### src/command_source_priority_arbiter_macros.svh
// Assertion macros for the command source priority arbiter.
// Used by the top level only; no other dependencies.
`ifndef COMMAND_SOURCE_PRIORITY_ARBITER_MACROS_SVH
`define COMMAND_SOURCE_PRIORITY_ARBITER_MACROS_SVH
// Check that a condition implies a consequence in the same cycle.
`define CSPA_ASSERT_IMP(label, clk, rst, a, c, msg) \
   label: assert property (@(posedge clk) disable iff (rst) (a) |-> (c)) else $error(msg);
// Check that a condition implies a consequence in the next cycle.
`define CSPA_ASSERT_NEXT(label, clk, rst, a, c, msg) \
   label: assert property (@(posedge clk) disable iff (rst) (a) |=> (c)) else $error(msg);
`endif

### src/cspa_pkg.sv
// Package for the command source priority arbiter: widths, reason codes, state codes.
// No dependencies.
package cspa_pkg;
   localparam int MaxSources = 8;
   localparam int DefSources = 4;
   localparam int IdxW       = 3;
   localparam int NumW       = 4;
   localparam int CsrIdxW    = 2;
   localparam int ReqW       = 72;
   localparam int RspW       = 120;

   typedef enum logic [2:0] {
      RSN_NONE     = 3'd0,
      RSN_RELEASED = 3'd1,
      RSN_STALE    = 3'd2,
      RSN_HANDOVER = 3'd3,
      RSN_INVALID  = 3'd4
   } reason_type;

   typedef enum logic [1:0] {
      CSR_ENABLE   = 2'd0,
      CSR_RANKS    = 2'd1,
      CSR_TMO_LOW  = 2'd2,
      CSR_TMO_HIGH = 2'd3
   } csr_index_type;

   typedef enum logic [4:0] {
      ST_IDLE   = 5'b00001,
      ST_SAMPLE = 5'b00010,
      ST_SCAN   = 5'b00100,
      ST_DECIDE = 5'b01000,
      ST_OUT    = 5'b10000
   } state_type;

   localparam logic [7:0]  EnableReset = 8'd15;
   localparam logic [23:0] RanksReset  = 24'd1672;
endpackage

### src/cspa_stale_unit.sv
// Shared staleness compare: elapsed ticks against a 16-bit timeout.
// Depends on cspa_pkg.
module cspa_stale_unit (
   input  logic [31:0] now_ticks,
   input  logic [31:0] receipt,
   input  logic [15:0] timeout,
   output logic        fresh
);
   import cspa_pkg::*;
   logic [31:0] elapsed;
   // Wrap the difference, then compare
   assign elapsed = now_ticks - receipt;
   assign fresh   = elapsed <= {16'd0, timeout};
endmodule

### src/command_source_priority_arbiter.sv
// Command source priority arbiter: request/response streams and a register write port.
// Depends on cspa_pkg, cspa_stale_unit and the assertion macro header.
//
// Usage: req_tdata carries one transaction: a sample (req_tuser 0) or an
// evaluate (req_tuser 1). Each transaction gives exactly one rsp transaction
// holding a snapshot of the arbitration state after the operation.
// csr_* writes enable, ranks and two timeout words; write only while idle.
// A sample passes through SAMPLE and then OUT, which loads the response
// register; an evaluate passes through SCAN, DECIDE and OUT, the scan visiting
// one source per cycle through a single stale compare and rank compare.
// A new transaction is taken only after the previous response is taken.
// req_tready is low while a transaction is in work and while a response
// waits for rsp_tready, so a stalled receiver holds the response and stops
// intake; nothing is dropped.
// Reset: synchronous, active high; clears all source state, counters and
// selection and restores enable 15, ranks 1672, timeouts 0.
`include "command_source_priority_arbiter_macros.svh"
module command_source_priority_arbiter #(
   parameter int NUM_SOURCES = cspa_pkg::DefSources
) (
   input  logic                        clock,
   input  logic                        reset,
   input  logic                        req_tvalid,
   output logic                        req_tready,
   // source_number[3:0], sequence_req[35:4], active[36], valid_req[37],
   // now_ticks[69:38], zero fill [71:70]
   input  logic [cspa_pkg::ReqW-1:0]   req_tdata,
   // kind
   input  logic                        req_tuser,
   output logic                        rsp_tvalid,
   input  logic                        rsp_tready,
   // accepted[0], change_count[32:1], sel_present[33], selected_source[37:34],
   // previous_source[41:38], reason[44:42], preempted[45], selected_sequence[77:46],
   // selected_activation_epoch[109:78], quarantined_mask[117:110],
   // all_released[118], zero fill [119]
   output logic [cspa_pkg::RspW-1:0]   rsp_tdata,
   input  logic                        csr_valid,
   output logic                        csr_ready,
   input  logic [cspa_pkg::CsrIdxW-1:0] csr_index,
   input  logic [63:0]                 csr_data
);
   import cspa_pkg::*;

   localparam int N = NUM_SOURCES;

   state_type state_ff, state_in;
   logic [7:0]  enable_ff;
   logic [23:0] ranks_ff;
   logic [63:0] tmo_lo_ff, tmo_hi_ff;

   logic [31:0] receipt_ff [MaxSources];
   logic [31:0] lastseq_ff [MaxSources];
   logic [31:0] actep_ff   [MaxSources];
   reason_type  loss_ff    [MaxSources];
   logic [MaxSources-1:0] active_ff, quar_ff, relseen_ff, known_ff;

   logic [NumW-1:0] cur_ff, prior_ff;
   logic [31:0] selcnt_ff, actcnt_ff, epsel_ff;
   reason_type  pend_ff, trans_ff;
   logic        pre_ff;

   // latched transaction
   logic        kind_ff, act_ff, vld_ff, acc_ff;
   logic [NumW-1:0] num_ff;
   logic [31:0] seq_ff, now_ff;

   // scan
   logic [IdxW:0]  scan_ff;
   logic           best_ok_ff;
   logic [IdxW-1:0] best_ff;

   logic [RspW-1:0] rsp_ff;
   logic            rsp_v_ff;

   logic req_fire;
   assign req_tready = state_ff == ST_IDLE && !rsp_v_ff;
   assign req_fire   = req_tvalid && req_tready;
   assign csr_ready  = 1'b1;
   assign rsp_tvalid = rsp_v_ff;
   assign rsp_tdata  = rsp_ff;

   function automatic logic [2:0] rank_of(input logic [23:0] r, input logic [IdxW-1:0] i);
      rank_of = r[3*i +: 3];
   endfunction

   function automatic logic [15:0] tmo_of(input logic [63:0] lo, input logic [63:0] hi,
                                          input logic [IdxW-1:0] i);
      logic [63:0] w;
      w = i[2] ? hi : lo;
      tmo_of = w[16*i[1:0] +: 16];
   endfunction

   // Scan element
   logic [IdxW-1:0] si;
   logic fresh, sc_cand;
   assign si = scan_ff[IdxW-1:0];
   cspa_stale_unit u_stale (
      .now_ticks(now_ff), .receipt(receipt_ff[si]),
      .timeout(tmo_of(tmo_lo_ff, tmo_hi_ff, si)), .fresh(fresh)
   );
   assign sc_cand = enable_ff[si] && active_ff[si] && !quar_ff[si] && relseen_ff[si];

   // Sample index
   logic [IdxW-1:0] ni;
   logic num_ok;
   assign ni = IdxW'(num_ff - NumW'(1));
   assign num_ok = num_ff >= NumW'(1) && num_ff <= NumW'(N) && enable_ff[ni];

   // Decide
   logic [NumW-1:0] next_sel;
   logic prev_ok, pre_c;
   logic [IdxW-1:0] pi;
   reason_type why;
   assign next_sel = best_ok_ff ? NumW'(best_ff) + NumW'(1) : '0;
   assign prev_ok  = cur_ff >= NumW'(1) && cur_ff <= NumW'(N);
   assign pi       = IdxW'(cur_ff - NumW'(1));
   assign pre_c    = prev_ok && best_ok_ff &&
                     rank_of(ranks_ff, best_ff) > rank_of(ranks_ff, pi) &&
                     actep_ff[best_ff] > epsel_ff;
   always_comb begin
      if (pre_c) why = RSN_HANDOVER;
      else if (pend_ff != RSN_NONE) why = pend_ff;
      else if (prev_ok && loss_ff[pi] != RSN_NONE) why = loss_ff[pi];
      else why = RSN_NONE;
   end

   // Snapshot
   logic [7:0] qmask;
   logic all_rel, has;
   logic [IdxW-1:0] ci;
   always_comb begin
      qmask = '0;
      all_rel = 1'b1;
      for (int k = 0; k < N; k++) begin
         qmask[k] = quar_ff[k];
         if (enable_ff[k] && !(relseen_ff[k] && !active_ff[k] && !quar_ff[k]))
            all_rel = 1'b0;
      end
   end
   assign has = prev_ok;
   assign ci  = pi;

   always_comb begin
      state_in = state_ff;
      case (state_ff)
         ST_IDLE:   if (req_fire) state_in = req_tuser ? ST_SCAN : ST_SAMPLE;
         ST_SAMPLE: state_in = ST_OUT;
         ST_SCAN:   if (scan_ff == (IdxW+1)'(N-1)) state_in = ST_DECIDE;
         ST_DECIDE: state_in = ST_OUT;
         ST_OUT:    state_in = ST_IDLE;
         default:   state_in = ST_IDLE;
      endcase
   end

   always_ff @(posedge clock) begin
      if (reset) begin
         state_ff <= ST_IDLE;
         enable_ff <= EnableReset;
         ranks_ff <= RanksReset;
         tmo_lo_ff <= '0;
         tmo_hi_ff <= '0;
         for (int k = 0; k < MaxSources; k++) begin
            receipt_ff[k] <= '0;
            lastseq_ff[k] <= '0;
            actep_ff[k] <= '0;
            loss_ff[k] <= RSN_NONE;
         end
         active_ff <= '0; quar_ff <= '0; relseen_ff <= '0; known_ff <= '0;
         cur_ff <= '0; prior_ff <= '0;
         selcnt_ff <= '0; actcnt_ff <= '0; epsel_ff <= '0;
         pend_ff <= RSN_NONE; trans_ff <= RSN_NONE; pre_ff <= 1'b0;
         rsp_v_ff <= 1'b0;
         acc_ff <= 1'b0;
         scan_ff <= '0; best_ok_ff <= 1'b0; best_ff <= '0;
      end else begin
         state_ff <= state_in;
         // register writes
         if (csr_valid) begin
            case (csr_index)
               CSR_ENABLE:   enable_ff <= csr_data[7:0];
               CSR_RANKS:    ranks_ff  <= csr_data[23:0];
               CSR_TMO_LOW:  tmo_lo_ff <= csr_data;
               CSR_TMO_HIGH: tmo_hi_ff <= csr_data;
               default: ;
            endcase
         end
         if (rsp_v_ff && rsp_tready) rsp_v_ff <= 1'b0;
         case (state_ff)
            ST_IDLE: begin
               if (req_fire) begin
                  kind_ff <= req_tuser;
                  num_ff  <= req_tdata[3:0];
                  seq_ff  <= req_tdata[35:4];
                  act_ff  <= req_tdata[36];
                  vld_ff  <= req_tdata[37];
                  now_ff  <= req_tdata[69:38];
                  acc_ff  <= 1'b0;
                  scan_ff <= '0;
                  best_ok_ff <= 1'b0;
               end
            end
            ST_SAMPLE: begin
               if (num_ok) begin
                  receipt_ff[ni] <= now_ff;
                  if (!vld_ff || (act_ff && (!relseen_ff[ni] || quar_ff[ni] ||
                      !(!known_ff[ni] || seq_ff > lastseq_ff[ni])))) begin
                     active_ff[ni] <= 1'b0; quar_ff[ni] <= 1'b1;
                     relseen_ff[ni] <= 1'b0; loss_ff[ni] <= RSN_INVALID;
                     if (cur_ff == num_ff) pend_ff <= RSN_INVALID;
                  end else if (!act_ff) begin
                     active_ff[ni] <= 1'b0; quar_ff[ni] <= 1'b0;
                     relseen_ff[ni] <= 1'b1; known_ff[ni] <= 1'b1;
                     lastseq_ff[ni] <= seq_ff; loss_ff[ni] <= RSN_RELEASED;
                     if (cur_ff == num_ff) pend_ff <= RSN_RELEASED;
                     acc_ff <= 1'b1;
                  end else begin
                     active_ff[ni] <= 1'b1; known_ff[ni] <= 1'b1;
                     lastseq_ff[ni] <= seq_ff; loss_ff[ni] <= RSN_NONE;
                     acc_ff <= 1'b1;
                     if (!active_ff[ni]) begin
                        actcnt_ff <= actcnt_ff + 32'd1;
                        actep_ff[ni] <= actcnt_ff + 32'd1;
                     end
                  end
               end
            end
            ST_SCAN: begin
               scan_ff <= scan_ff + 1'b1;
               if (sc_cand) begin
                  if (fresh) begin
                     if (!best_ok_ff || rank_of(ranks_ff, si) > rank_of(ranks_ff, best_ff)) begin
                        best_ok_ff <= 1'b1;
                        best_ff <= si;
                     end
                  end else begin
                     active_ff[si] <= 1'b0; quar_ff[si] <= 1'b1;
                     relseen_ff[si] <= 1'b0; loss_ff[si] <= RSN_STALE;
                     if (cur_ff == NumW'(si) + NumW'(1)) pend_ff <= RSN_STALE;
                  end
               end
            end
            ST_DECIDE: begin
               if (next_sel != cur_ff) begin
                  selcnt_ff <= selcnt_ff + 32'd1;
                  cur_ff <= next_sel;
                  epsel_ff <= actcnt_ff;
                  pend_ff <= RSN_NONE;
                  prior_ff <= cur_ff;
                  trans_ff <= why;
                  pre_ff <= pre_c;
               end
            end
            ST_OUT: begin
               rsp_v_ff <= 1'b1;
               rsp_ff <= {1'b0, all_rel, qmask,
                          has ? actep_ff[ci] : 32'd0,
                          has ? lastseq_ff[ci] : 32'd0,
                          pre_ff, trans_ff, prior_ff,
                          has ? cur_ff : NumW'(0), has, selcnt_ff, acc_ff};
            end
            default: ;
         endcase
      end
   end

   `CSPA_ASSERT_IMP(a_no_accept_busy, clock, reset, rsp_tvalid, !req_tready, "accept while busy")
   `CSPA_ASSERT_NEXT(a_out_to_rsp, clock, reset, state_ff == ST_OUT, rsp_tvalid, "no response")
   `CSPA_ASSERT_IMP(a_eval_no_accept, clock, reset, rsp_tvalid && rsp_tdata[0], !kind_ff, "bad accept")
endmodule

### config.mk
export PLATFORM = sky130hd
export DESIGN_NAME = command_source_priority_arbiter
export DESIGN_NICKNAME = d
export VERILOG_FILES = /design/src/cspa_pkg.sv /design/src/cspa_stale_unit.sv /design/src/command_source_priority_arbiter.sv
export VERILOG_INCLUDE_DIRS = /design/src /design/src/src
export SDC_FILE = /design/constraint.sdc
export NUM_CORES = 2
export LEC_CHECK = 0
export ABC_AREA = 1
export BUFFER_PORTS_ARGS = -buffer_cell sky130_fd_sc_hd__buf_4
export CORE_UTILIZATION = 45
export CTS_CLUSTER_SIZE = 28
export DETAILED_ROUTE_END_ITERATION = 7
export REMOVE_ABC_BUFFERS = 1
export SYNTH_ARGS = -nofsm -noshare
export SYNTH_HDL_FRONTEND = slang
export SYNTH_SLANG_ARGS = --single-unit
### constraint.sdc
create_clock -name clock -period 18.65 [get_ports clock]
set_input_delay 2.7975 -clock clock [delete_from_list [all_inputs] [get_ports clock]]
set_output_delay 2.7975 -clock clock [all_outputs]
set_load 0.05 [all_outputs]
==> flow_results.xml <==
<?xml version="1.0" encoding="UTF-8"?>
<metrics>
  <group name="run_status">
    <metric name="run_status" unit="">completed</metric>
  </group>
  <group name="die">
    <metric name="core-area" unit="um^2">140000</metric>
    <metric name="number_of_i_o_pins" unit="">267</metric>
    <metric name="die_area" unit="um^2">143000</metric>
    <metric name="die_height" unit="um">379</metric>
    <metric name="starting_density_of_the_core" unit="%">45.6</metric>
    <metric name="rows" unit="">137</metric>
    <metric name="dieWidth" unit="um">379</metric>
  </group>
  <group name="global_routing">
    <metric name="global_route.overflow_total" unit="">0</metric>
    <metric name="grt_pass1_vias" unit="">50100</metric>
    <metric name="groute.usage.overall" unit="%">27.4</metric>
    <metric name="grt_antenna_before_repair" unit="">5</metric>
    <metric name="wire_length_of_the_first_global_routing_pass" unit="um">298000</metric>
    <metric name="grt_max_degree" unit="">141</metric>
  </group>
  <group name="setup_path">
    <metric name="r2r-start" unit="">num_ff[0]$_DFFE_PP_</metric>
    <metric name="critical_path_endpoint_category" unit="">flop</metric>
    <metric name="worstPathBufferInverterCount" unit="">7</metric>
    <metric name="timing.critical_path.mode_cell" unit="">sky130_fd_sc_hd__nand2_1</metric>
    <metric name="crit_start" unit="">num_ff[0]$_DFFE_PP_</metric>
    <metric name="worst-path-max-fanout" unit="">33</metric>
    <metric name="critPathTopFamily" unit="">simple AND/OR/NAND/NOR gates</metric>
    <metric name="capture_instance_of_the_worst_register_to_register_path" unit="">lastseq_ff[1][8]$_SDFFCE_PN0P_</metric>
    <metric name="ff_to_ff_setup_slack" unit="ns">10.73</metric>
    <metric name="arrival" unit="ns">8.18</metric>
    <metric name="reg2regPathDepth" unit="">24</metric>
    <metric name="critPathSlowestCell" unit="">sky130_fd_sc_hd__inv_2</metric>
    <metric name="required" unit="ns">18.91</metric>
    <metric name="cell_chain_of_the_critical_path" unit="">inv_2, ha_1, inv_1, nand2_1, nand2_2, inv_1, nand3_2, inv_2, a221oi_1, nand4_1, inv_1, ha_1, nand4_1, nor4_1, nand3_1, nand2_1, nand2_1, nand2_1, nand2_1, nand2_1, inv_2, nand2_1, buf_4, nand2_2</metric>
    <metric name="critical_path_class" unit="">flop to flop</metric>
    <metric name="cpPeakStageDelay" unit="ns">0.94</metric>
    <metric name="start_kind" unit="">flop</metric>
  </group>
  <group name="sta">
    <metric name="totalNegativeSetupSlack" unit="ns">0</metric>
    <metric name="maxSlewHeadroom" unit="%">21.3</metric>
    <metric name="timing.final.ws_setup" unit="ns">10.73</metric>
    <metric name="setup_viol" unit="">0</metric>
    <metric name="fin_crit_sh" unit="%">42.5</metric>
    <metric name="final_max_slew_viol_count" unit="">0</metric>
    <metric name="fmax" unit="GHz">0.126</metric>
    <metric name="rsz0062_at_grt" unit="">false</metric>
    <metric name="count_of_final_hold_check_violations" unit="">0</metric>
    <metric name="finalWorstPathRequiredPeriod" unit="ns">7.92</metric>
    <metric name="final_setup_skew" unit="ns">0.0367</metric>
    <metric name="worst_slew_pin_slew" unit="ns">1.18</metric>
  </group>
  <group name="layout">
    <metric name="layout-area-overhead-vs-synth" unit="%">12.8</metric>
    <metric name="nets_finish" unit="">7632</metric>
    <metric name="ratio_of_cells_with_drive_above_1_in_the_final_layout" unit="%">8.40</metric>
    <metric name="post-route-cell-area" unit="um^2">72000</metric>
    <metric name="non_filler_instances" unit="">9359</metric>
    <metric name="finish.utilization" unit="%">51.4</metric>
  </group>
  <group name="worst_hold_path">
    <metric name="holdPathStages" unit="">0</metric>
    <metric name="hold_path_end" unit="">rsp_tdata[45]$_DFFE_PP_</metric>
    <metric name="hold_path.startpoint" unit="">pre_ff$_SDFFE_PP0P_</metric>
    <metric name="worst_hold_path_type" unit="">flop to flop</metric>
  </group>
  <group name="synthesis">
    <metric name="post_synth.cell_area_avg" unit="um^2">8.75</metric>
    <metric name="sequential_cell_area_fraction_in_the_yosys_report" unit="%">56.1</metric>
    <metric name="synth_area" unit="um^2">63800</metric>
    <metric name="synth_async_sr_flop_share" unit="%">0</metric>
    <metric name="netlist_top_cells_area" unit="">sky130_fd_sc_hd__edfxtp_1, sky130_fd_sc_hd__dfxtp_1, sky130_fd_sc_hd__nor2_1, sky130_fd_sc_hd__o21ai_0, sky130_fd_sc_hd__nand2_1</metric>
    <metric name="synth-edff-count" unit="">977</metric>
    <metric name="ys_types" unit="">54</metric>
    <metric name="synth_cells" unit="">7298</metric>
    <metric name="yosysWarnings" unit="">0</metric>
    <metric name="synth_top_cell_area_share" unit="%">46.0</metric>
    <metric name="yosys_register_bits" unit="">1301</metric>
    <metric name="synth_top_area_cell" unit="">sky130_fd_sc_hd__edfxtp_1</metric>
    <metric name="synthFlopType" unit="">sky130_fd_sc_hd__edfxtp_1</metric>
  </group>
  <group name="power">
    <metric name="leakage" unit="nW">27.7</metric>
    <metric name="power_density" unit="nW/um^2">97.7</metric>
    <metric name="ir_worst_vdd" unit="V">0.0000727</metric>
  </group>
  <group name="cts">
    <metric name="clk_latency" unit="ns">0.82</metric>
    <metric name="cts_tree" unit="">built</metric>
    <metric name="cts_buffer_depth" unit="">3</metric>
    <metric name="tritoncts.num_buffers" unit="">147</metric>
    <metric name="clkSlewWorstSetupHoldPaths" unit="ns">0.06</metric>
    <metric name="ctsHtreeMaxLevel" unit="">4</metric>
    <metric name="clkSinkCount" unit="">1301</metric>
    <metric name="cts-root-buf" unit="">sky130_fd_sc_hd__clkbuf_16</metric>
    <metric name="setup_fix_buffers_added_after_clock_tree_synthesis" unit="">0</metric>
    <metric name="post_cts_hold_buffer_count" unit="">0</metric>
    <metric name="cts_resized" unit="">0</metric>
  </group>
  <group name="routing">
    <metric name="num_vias" unit="">53300</metric>
    <metric name="detail_route.wl_per_cell" unit="um">21.4</metric>
    <metric name="drc_errors" unit="">0</metric>
    <metric name="drt-initial-drc-count" unit="">5431</metric>
    <metric name="drt_pre_antenna_iters" unit="">8</metric>
    <metric name="drt_wl_total" unit="um">200000</metric>
    <metric name="antenna_violating_nets_post_route" unit="">0</metric>
    <metric name="detail_route.vias_per_cell" unit="">5.69</metric>
  </group>
  <group name="place">
    <metric name="routability_congestion_estimate_from_global_placement" unit="">0.934</metric>
    <metric name="port_buffer_count" unit="">258</metric>
    <metric name="place_area" unit="um^2">67200</metric>
    <metric name="pre_cts_slack" unit="ns">10.93</metric>
    <metric name="post-dp-hpwl" unit="um">118000</metric>
    <metric name="numPlacedInstances" unit="">9086</metric>
  </group>
  <group name="flow_run">
    <metric name="timing.max_cap.violations" unit="">0</metric>
  </group>
</metrics>
-- worst max-delay path by stage --
stage,to,slack [ns],cells after the start
floorplan,trans_ff[2]$_SDFFE_PP0P_,-0.35,15
global placement,lastseq_ff[1][18]$_SDFFCE_PN0P_,10.99,28
detailed placement,lastseq_ff[1][18]$_SDFFCE_PN0P_,10.93,28
CTS,lastseq_ff[1][8]$_SDFFCE_PN0P_,10.88,28
global route,lastseq_ff[1][8]$_SDFFCE_PN0P_,10.29,28
finish,lastseq_ff[1][8]$_SDFFCE_PN0P_,10.73,24
-- final cells by class --
cell class	count	area, um^2
fill	13000	68000
clock inverter	82	848
antenna	3	7.51
sequential	1301	35800
inverter	750	2840
clock buffer	188	3970
tap	1876	2350
timing repair buffer	350	2630
multi-input combinational	4809	23600
-- Yosys cell counts (19+ instances only) --
cell type	count
sky130_fd_sc_hd__nor2_1	1534
sky130_fd_sc_hd__o21ai_0	1029
sky130_fd_sc_hd__edfxtp_1	977
sky130_fd_sc_hd__nand2_1	815
sky130_fd_sc_hd__inv_1	702
sky130_fd_sc_hd__a21oi_1	536
sky130_fd_sc_hd__dfxtp_1	324
sky130_fd_sc_hd__clkbuf_1	319
sky130_fd_sc_hd__nand3_1	140
sky130_fd_sc_hd__ha_1	128
sky130_fd_sc_hd__a31oi_1	101
sky130_fd_sc_hd__o22ai_1	89
sky130_fd_sc_hd__buf_1	76
sky130_fd_sc_hd__o211ai_1	74
sky130_fd_sc_hd__a221oi_1	65
sky130_fd_sc_hd__nand4_1	64
sky130_fd_sc_hd__xor2_1	52
sky130_fd_sc_hd__clkinv_1	37
sky130_fd_sc_hd__buf_2	36
sky130_fd_sc_hd__o221ai_1	35
sky130_fd_sc_hd__nor3_1	32
sky130_fd_sc_hd__nor4_1	19
-- cell usage in the layout (no fill, tap or decap), types with 8 or more instances in the layout --
cell type and instances:
sky130_fd_sc_hd__a21oi_1 536, sky130_fd_sc_hd__nand3_1 140, sky130_fd_sc_hd__nand4_1 64, sky130_fd_sc_hd__inv_1 700
sky130_fd_sc_hd__nor2_1 1531, sky130_fd_sc_hd__nor4_1 19, sky130_fd_sc_hd__clkinv_2 29, sky130_fd_sc_hd__buf_4 350
sky130_fd_sc_hd__o211ai_1 74, sky130_fd_sc_hd__a31oi_1 100, sky130_fd_sc_hd__a221oi_1 65, sky130_fd_sc_hd__clkbuf_16 150
sky130_fd_sc_hd__nand2_1 801, sky130_fd_sc_hd__o21a_1 8, sky130_fd_sc_hd__xor2_1 52, sky130_fd_sc_hd__xnor2_1 10
sky130_fd_sc_hd__nor3_1 32, sky130_fd_sc_hd__nand2_2 16, sky130_fd_sc_hd__bufinv_16 11, sky130_fd_sc_hd__inv_2 10
sky130_fd_sc_hd__edfxtp_1 977, sky130_fd_sc_hd__clkbuf_1 31, sky130_fd_sc_hd__o22ai_1 89, sky130_fd_sc_hd__o221ai_1 35
sky130_fd_sc_hd__ha_1 127, sky130_fd_sc_hd__o21ai_0 1029, sky130_fd_sc_hd__dfxtp_1 316, sky130_fd_sc_hd__clkinv_1 59
sky130_fd_sc_hd__o21ai_1 9
-- metrics by stage --
| step | total power, mW | hold WS (ns) |
|---|---|---|
| 2_1_floorplan | 3.86 | 0.403 |
| 3_3_place_gp | 4.16 | 0.413 |
| 3_5_place_dp | 4.17 | 0.422 |
| 4_1_cts | 7.06 | 0.437 |
| 5_1_grt | 7.28 | 0.441 |
| 6_report | 7.04 | 0.441 |
-- logic make-up (layout without fill, tap and decap cells) --
| family | count (synthesis) | count (layout) | synth area share [%] |
|---|---|---|---|
| and+or+nand+nor | 2635 | 2635 | 16.4 |
| other | 2 | 10 | 0.0118 |
| buffers and inverters | 1193 | 1370 | 7.16 |
| adders and majority gates | 129 | 129 | 2.54 |
| xor gates and xnor gates | 62 | 62 | 0.851 |
| AOI/OAI and AO/OA | 1976 | 1976 | 16.9 |
| DFF | 1301 | 1301 | 56.1 |
-- worst register-to-register path: cells and delay by family, from the launching register on --
| family | cells | cell delay [ns] |
|---|---|---|
| buffers and inverters | 7 | 2.09 |
| AO/OA/AOI/OAI | 1 | 0.21 |
| flip-flops | 1 | 0.52 |
| adder cells (fa/ha/maj) | 2 | 0.50 |
| AND/OR/NAND/NOR | 14 | 4.04 |
-- where the power goes --
part / total (mW) / internal [mW] / switching (mW)
registers: 3.27 / 3.21 / 0.0600
logic: 0.857 / 0.246 / 0.612
clock network: 2.90 / 1.67 / 1.23
-- per-layer routing --
metal	vias to the layer above	share of wire, %	track usage, %
li1	25100	-	-
met1	25400	41	36.0
met2	2396	47	45.0
met3	452	8.4	4.55
met4	4	3.5	10.8
met5	-	0.010	0
-- flip-flops by register name, summed over array words and instances (netlist names), 5 cells and up, named ones only --
register	count
actep_ff	256
lastseq_ff	256
receipt_ff	256
rsp_tdata	115
tmo_hi_ff	64
tmo_lo_ff	64
actcnt_ff	32
epsel_ff	32
now_ff	32
selcnt_ff	32
seq_ff	32
loss_ff	24
ranks_ff	24
enable_ff	8
known_ff	8
state_ff	5
Power figures use the tool's default switching activity.
